### src/rtl/running_mean_moment_table_top_assert.svh
// Assertion macros shared by the running mean table RTL.
`ifndef RUNNING_MEAN_MOMENT_TABLE_TOP_ASSERT_SVH
`define RUNNING_MEAN_MOMENT_TABLE_TOP_ASSERT_SVH

// Clocked implication or expression check, idle during reset.
`define RMM_ASSERT_CLK(lbl, prop) \
  lbl: assert property (@(posedge clk_i) disable iff (!rst_ni) prop) \
    else $error("rmm assertion failed");

// Condition that must never be seen at a clock edge.
`define RMM_ASSERT_NEVER(lbl, expr) \
  lbl: assert property (@(posedge clk_i) disable iff (!rst_ni) !(expr)) \
    else $error("rmm forbidden condition seen");

`endif

### src/rtl/rmm_pkg.sv
// ----------------------------------------------------------------------------
// rmm_pkg
// Types and fixed constants shared by the running mean table modules.
// ----------------------------------------------------------------------------
package rmm_pkg;

  localparam int VAL_W    = 64;
  localparam int CNT_W    = 32;
  localparam int SLOT_W   = 2;
  localparam int DIV_STEPS = 64;
  localparam int DIV_CNT_W = 7;

  localparam logic [CNT_W-1:0] CNT_MAX = '1;
  localparam logic [VAL_W-1:0] POS_MAX = {1'b0, {(VAL_W-1){1'b1}}};

  localparam logic ACT_ARITH  = 1'b0;
  localparam logic ACT_SELECT = 1'b1;

  // square partial product steps
  localparam logic [1:0] SQ_LL = 2'd0;
  localparam logic [1:0] SQ_LH = 2'd1;
  localparam logic [1:0] SQ_HH = 2'd2;

  localparam logic [SLOT_W-1:0] SLOT_LAST_ARITH  = 2'd2;
  localparam logic [SLOT_W-1:0] SLOT_LAST_SELECT = 2'd3;

  typedef enum logic [3:0] {
    ST_CLEAR,
    ST_IDLE,
    ST_READ,
    ST_SQUARE,
    ST_PREP,
    ST_START,
    ST_DIV,
    ST_FINISH,
    ST_WRITE
  } state_e;

  typedef struct packed {
    logic              idle;
    logic              take;
    logic              clear_wr;
    logic              rd_en;
    logic              sq_en;
    logic [1:0]        sq_step;
    logic              prep;
    logic              div_start;
    logic              finish;
    logic              commit;
    logic [SLOT_W-1:0] slot;
  } cmd_t;

  typedef struct packed {
    logic key_ok;
    logic action;
    logic clear_done;
    logic div_done;
    logic out_free;
  } status_t;

endpackage

### src/rtl/rmm_ctrl.sv
// ----------------------------------------------------------------------------
// rmm_ctrl
// Sequencer: clear sweep, item intake and the per-slot update steps.
// ----------------------------------------------------------------------------
`include "running_mean_moment_table_top_assert.svh"

module rmm_ctrl (
  input  logic             clk_i,
  input  logic             rst_ni,
  input  logic             in_valid_i,
  input  rmm_pkg::status_t status_i,
  output rmm_pkg::cmd_t    cmd_o
);
  import rmm_pkg::*;

  state_e            state_q, state_d;
  logic [SLOT_W-1:0] slot_q;
  logic [1:0]        step_q;
  logic              last_slot;

  assign last_slot = (status_i.action == ACT_SELECT) ? (slot_q == SLOT_LAST_SELECT)
                                                     : (slot_q == SLOT_LAST_ARITH);

  always_comb begin
    state_d = state_q;
    unique case (state_q)
      ST_CLEAR:  if (status_i.clear_done) state_d = ST_IDLE;
      ST_IDLE:   if (in_valid_i && status_i.key_ok) state_d = ST_READ;
      ST_READ:   state_d = ST_SQUARE;
      ST_SQUARE: if (step_q == SQ_HH) state_d = ST_PREP;
      ST_PREP:   state_d = ST_START;
      ST_START:  state_d = ST_DIV;
      ST_DIV:    if (status_i.div_done) state_d = ST_FINISH;
      ST_FINISH: state_d = ST_WRITE;
      ST_WRITE: begin
        if (status_i.out_free) state_d = last_slot ? ST_IDLE : ST_READ;
      end
      default:   state_d = ST_IDLE;
    endcase
  end

  always_comb begin
    cmd_o           = '0;
    cmd_o.slot      = slot_q;
    cmd_o.sq_step   = step_q;
    cmd_o.idle      = (state_q == ST_IDLE);
    cmd_o.take      = (state_q == ST_IDLE) && in_valid_i;
    cmd_o.clear_wr  = (state_q == ST_CLEAR);
    cmd_o.rd_en     = (state_q == ST_READ);
    cmd_o.sq_en     = (state_q == ST_SQUARE);
    cmd_o.prep      = (state_q == ST_PREP);
    cmd_o.div_start = (state_q == ST_START);
    cmd_o.finish    = (state_q == ST_FINISH);
    cmd_o.commit    = (state_q == ST_WRITE) && status_i.out_free;
  end

  always_ff @(posedge clk_i or negedge rst_ni) begin
    if (!rst_ni) begin
      state_q <= ST_CLEAR;
      slot_q  <= '0;
      step_q  <= SQ_LL;
    end else begin
      state_q <= state_d;
      if (state_q == ST_IDLE) begin
        slot_q <= '0;
      end else if (state_q == ST_WRITE && status_i.out_free && !last_slot) begin
        slot_q <= slot_q + 1'b1;
      end
      if (state_q == ST_READ) begin
        step_q <= SQ_LL;
      end else if (state_q == ST_SQUARE) begin
        step_q <= step_q + 1'b1;
      end
    end
  end

  `RMM_ASSERT_CLK(a_div_done_in_div, status_i.div_done |-> state_q == ST_DIV)
  `RMM_ASSERT_CLK(a_clear_exits, (state_q == ST_CLEAR && status_i.clear_done) |=> state_q == ST_IDLE)
  `RMM_ASSERT_NEVER(a_slot3_select_only, state_q == ST_WRITE && slot_q == SLOT_LAST_SELECT && status_i.action != ACT_SELECT)

endmodule

### config.mk
export PLATFORM = sky130hd
export DESIGN_NAME = rmm_ctrl
export DESIGN_NICKNAME = d
export VERILOG_FILES = /design/src/rtl/rmm_pkg.sv /design/src/rtl/rmm_ctrl.sv
export VERILOG_INCLUDE_DIRS = /design/src /design/src/rtl
export SDC_FILE = /design/constraint.sdc
export NUM_CORES = 1
export LEC_CHECK = 0
export BUFFER_PORTS_ARGS = -buffer_cell sky130_fd_sc_hd__buf_4
export CORE_MARGIN = 3
export CORE_UTILIZATION = 35
export DETAILED_ROUTE_END_ITERATION = 10
export PLACE_DENSITY = 0.66
export RECOVER_POWER = 25
export SETUP_SLACK_MARGIN = 0.2
export SYNTH_ARGS = -nofsm -noshare
export SYNTH_HDL_FRONTEND = slang
export SYNTH_SLANG_ARGS = --single-unit
### constraint.sdc
create_clock -name clk_i -period 1.85 [get_ports clk_i]
set_clock_uncertainty 0.15 [all_clocks]
set_input_delay 0.0925 -clock clk_i [delete_from_list [all_inputs] [get_ports clk_i]]
set_output_delay 0.0925 -clock clk_i [all_outputs]
set_load 0.01 [all_outputs]
[After elaboration in Yosys (flattened, before gate mapping)]
Index checks and enable logic that the tools add are counted.
Widths: inputs -> output; s select.
Storage, ports and cells
  flip-flop bits (word level): 8
  latch bits: 0
  RAM bits: 0
  memory bits (read-only): 0
  output and inout port bits: 13
  word-level logic and storage cells: 42
  memories kept: 0
Operators by class
  add/subtract/negate cells: 2
  $mul: 0
  div/mod/pow operators: 0
  $lt $le $gt $ge: 0
  equality and inequality tests: 16
  shift operators: 0
  muxes and demuxes: 12
  bitwise operators: 0
  reductions and logical operators: 9
Operators with widths (number)
  $pmux 4 s9: 1
  $mux 4: 5
  $eq 4x3->1 const B: 4
  $mux 2: 5
  $eq 4x2->1 const B: 2
  $eq 2x2->1 const B: 3
  $ne 2x2->1 const B: 3
  $reduce_and 5->1: 1
  $add 2x1->2 const B: 2
  $eq 4x1->1 const B: 1
  $eq 4x4->1 const B: 1
  $logic_and 1x1->1: 4
  $logic_not 4->1: 1
  $ne 2x1->1 const B: 2
  $reduce_bool 2->1: 2
  $logic_not 1->1: 1
  $mux 1: 1

[Logic depth before layout (Yosys ltp)]
  depth in word-level cells: 6
  gate-level depth with buffers: 5

[Least setup slack after synthesis]
No wires, ideal clock.
  kind: register to register
  from: reg state_q[3]
  to: reg state_q[0]
  library setup time: 0.139 ns
  data arrival time: 1.423 ns
  required time: 1.561 ns
  slack: 0.138 ns
  stages on the path, launching flop included: 6
  path buffers: 1
  path through: dfrtp_1 -> buf_6 -> nor4b_2 -> o2bb2ai_2 -> or3_4 -> o31ai_2
RTL lines
  from (decl): line rmm_ctrl.sv:16  | state_e state_q, state_d;
  from (signal assigned): line rmm_ctrl.sv:63  | state_q <= state_d;

==> flow_summary.toml <==
[synthesis]
synth_fp_nets = 75
synthCells = 66
synth_top_area_cell = "dfrtp_1"
syn_area_um2 = 639
synth.top_cell.area_share_pct = 31.3
ys_seq_elements = 8
seq_area_frac_synth_pct = 31.3
synth.area.top_cells = "dfrtp_1, buf_6, o31ai_2"
yosysWarnings = 0
ys_types = 34
syn_area_per_cell_um2 = 9.69

[timing]
setup_violations = 0
finalCriticalPeriod_ns = 1.74
rsz0062_at_grt = "true"
min_period_over_period_pct = 94.3
clock.fmax_mhz = 573
finalSetupTns_ns = 0
relSlewSlack_pct = 55.5
tightest_slew_ns = 0.651
final-hold-violation-count = 0
maxSlewViolCount = 0

[worst_setup_path]
r2r-end = "state_q[1]$_DFFE_PN0P_"
cp_slowest_cell = "dfrtp_2"
crit_end = "cmd_o[11]"
cp_num_cells = 4
cp-start-kind = "flip-flop"
rr_worst_depth = 4
slowest_delay_ns = 0.44
cp_max_fo = 5
critPathRequiredTime_ns = 1.61
crit_type = "flip-flop to primary output"
cp-end-kind = "primary output"
crit_buf_inv = 2
r2r-start = "state_q[3]$_DFFE_PN0P_"
rrSetupSlack_ns = 0.11
crit_family = "simple AND/OR/NAND/NOR gates"
crit_start = "state_q[2]$_DFFE_PN0P_"
crit_chain = "buf_6 > nor4b_4 > and2_1 > buf_4"
worstPathArrival_ns = 1.50

[drt]
drtIter0Drc = 14
routed_wl_mm = 1.78
routedWlPerCell_um = 13.9
antenna_left = 0
firstDrtPassIters = 4
num_vias = 637
viasPerCell = 4.98
route.detailed.drc = 0

[floorplanning]
die_height_um = 48.7
ios = 21
fp-row-count = 14
die_w_um = 48.7
dieArea_mm2 = 0.00238
start_util_pct = 39.7
core_mm2 = 0.00161

[outcome]
status = "completed"

[finish]
multi_input_area_um2 = 429
fill_cells = 136
antennaDiodeCount = 0
syn_to_final_growth_pct = 60.1
drive_above_1_share_pct = 57.7
final_nets = 115
regArea_um2 = 204
stdcell_area_mm2 = 0.00102

[clock_network]
cts-root-buf = "clkbuf_4"
max-clock-path-buffers = 2
cts_tree = "done"
clk_latency_ns = 0.25
numCtsBuffers = 3
clk_pin_slew_worst_paths_ns = 0.05
h-tree-depth = 1
numClockSinks = 8

[grt]
antenna_found_initial = 0
grt_pass1_wl_mm = 2.82
grt_pass1_vias = 650
grt-ovfl-total = 0
grt_max_degree = 10
grt_usage_pct = 15.2

[placed_design]
port_buffers = 20
gp_congestion = 0.767
placed_area_um2 = 851
dp_hpwl_mm = 1.23

[pwr]
p_leak_nw = 0.461
power_mw = 1.56
vdd_drop_max_uv = 1010
p_per_area_mw_per_mm2 = 1520

[flow_run]
maxCapViolCount = 0

[min_path]
hp-class = "primary input to flip-flop"
## cell usage after synthesis
library cell	n
and2_1	1
nor4b_4	1
and2b_1	1
a21oi_1	2
and3_1	1
buf_4	1
nor4_1	1
nand2_1	8
inv_1	4
o22ai_1	1
a311oi_1	1
o31ai_2	3
buf_6	4
nor3_1	1
o2bb2ai_2	1
nor4_2	1
a2111oi_0	2
dfrtp_1	8
nand4_1	1
nor4b_2	1
xnor2_1	1
nor2_1	7
a22oi_1	1
nand2b_1	1
mux2_4	1
or2b_2	1
nor2b_1	1
or4bb_1	1
nor3b_1	1
o21ai_0	2
ha_1	1
o41ai_1	2
xor2_1	1
or3_4	1
## how the worst min path moves through the flow
stage	from	to	slack, ns	cells past startpoint
3_3_place_gp	rst_ni	state_q[2]$_DFFE_PN0P_	-0.23	1
4_1_cts	rst_ni	slot_q[1]$_DFFE_PN0P_	0.04	2
2_1_floorplan	rst_ni	slot_q[0]$_DFFE_PN0P_	-0.35	0
3_5_place_dp	rst_ni	state_q[2]$_DFFE_PN0P_	-0.23	1
6_report	status_i[3]	slot_q[0]$_DFFE_PN0P_	0.11	5
5_1_grt	status_i[3]	slot_q[1]$_DFFE_PN0P_	0.15	3
## metrics by stage
step	setup slack, ns	hold slack [ns]	utilization, %	instances
3_5_place_dp	0.152	-0.234	52.8	115
4_1_cts	0.150	0.0426	58.5	124
6_report	0.105	0.114	63.5	128
5_1_grt	0.0542	0.147	63.5	128
2_1_floorplan	0.200	-0.353	-	66
3_3_place_gp	0.206	-0.230	52.8	115
## state kept, by name (all words and copies together), names as in the netlist
register and flops:
state_q 4, step_q 2, slot_q 2
## worst reg2reg max path, stage by stage (launching register included)
cell	delay [ns]
dfrtp_2	0.45
or4bb_4	0.57
o2bb2ai_4	0.19
or3_4	0.17
o31ai_2	0.07
## per-layer routing
metal  share of wire (%)  global-route usage [%]
met1                  43                    18.2
met2                  52                    26.5
met3                 4.1                    4.60
met4                0.23                    3.32
met5                   0                       0
## cell usage in the layout, fill, tap and decap left out, types with 2 or more instances in the layout
master	instances
buf_6	5
inv_1	4
nand2_1	7
dfrtp_1	5
clkbuf_4	3
nor2_1	5
nor4_2	2
a2111oi_0	2
o31ai_2	3
dlygate4sd3_1	3
nor4b_4	2
a21oi_1	2
o21ai_0	2
dfrtp_2	3
buf_4	31
nor2_2	2
o41ai_1	2
## area by class of cell
| cell class | instances | area share, % |
|---|---|---|
| sequential | 8 | 19.9 |
| clock buffer | 3 | 2.20 |
| inverter | 4 | 1.47 |
| multi-input combinational | 49 | 41.9 |
| tap | 24 | 2.93 |
| timing repair buffer | 40 | 31.5 |
## power by group
| part | leakage [nW] | internal, mW | switching, mW |
|---|---|---|---|
| clock network | 0.0138 | 0.0740 | 0.0559 |
| registers | 0.101 | 0.241 | 0.0883 |
| logic | 0.346 | 0.607 | 0.493 |
## what timing repair did
item / in CTS / in global routing
hold buffers: 3 / 0
resized for setup: 6 / 12
gates cloned: 0 / 0
pin swaps: 4 / 6
setup buffers: 3 / 4
endpoints found under the setup margin: 8 / 12
endpoints found under the hold margin: 10 / 0
## logic make-up (layout without fill, tap and decap cells)
| logic type | Yosys count | in the layout | share of synthesized area [%] |
|---|---|---|---|
| AND/OR/NAND/NOR | 30 | 30 | 30.7 |
| AO/OA/AOI/OAI | 15 | 15 | 20.4 |
| buffers and inverters | 9 | 47 | 10.6 |
| flip-flops | 8 | 8 | 31.3 |
| XOR/XNOR | 2 | 2 | 2.74 |
| adder cells (fa/ha/maj) | 1 | 1 | 1.96 |
| multiplexers | 1 | 1 | 2.35 |
(Power assumes the default switching activity.)
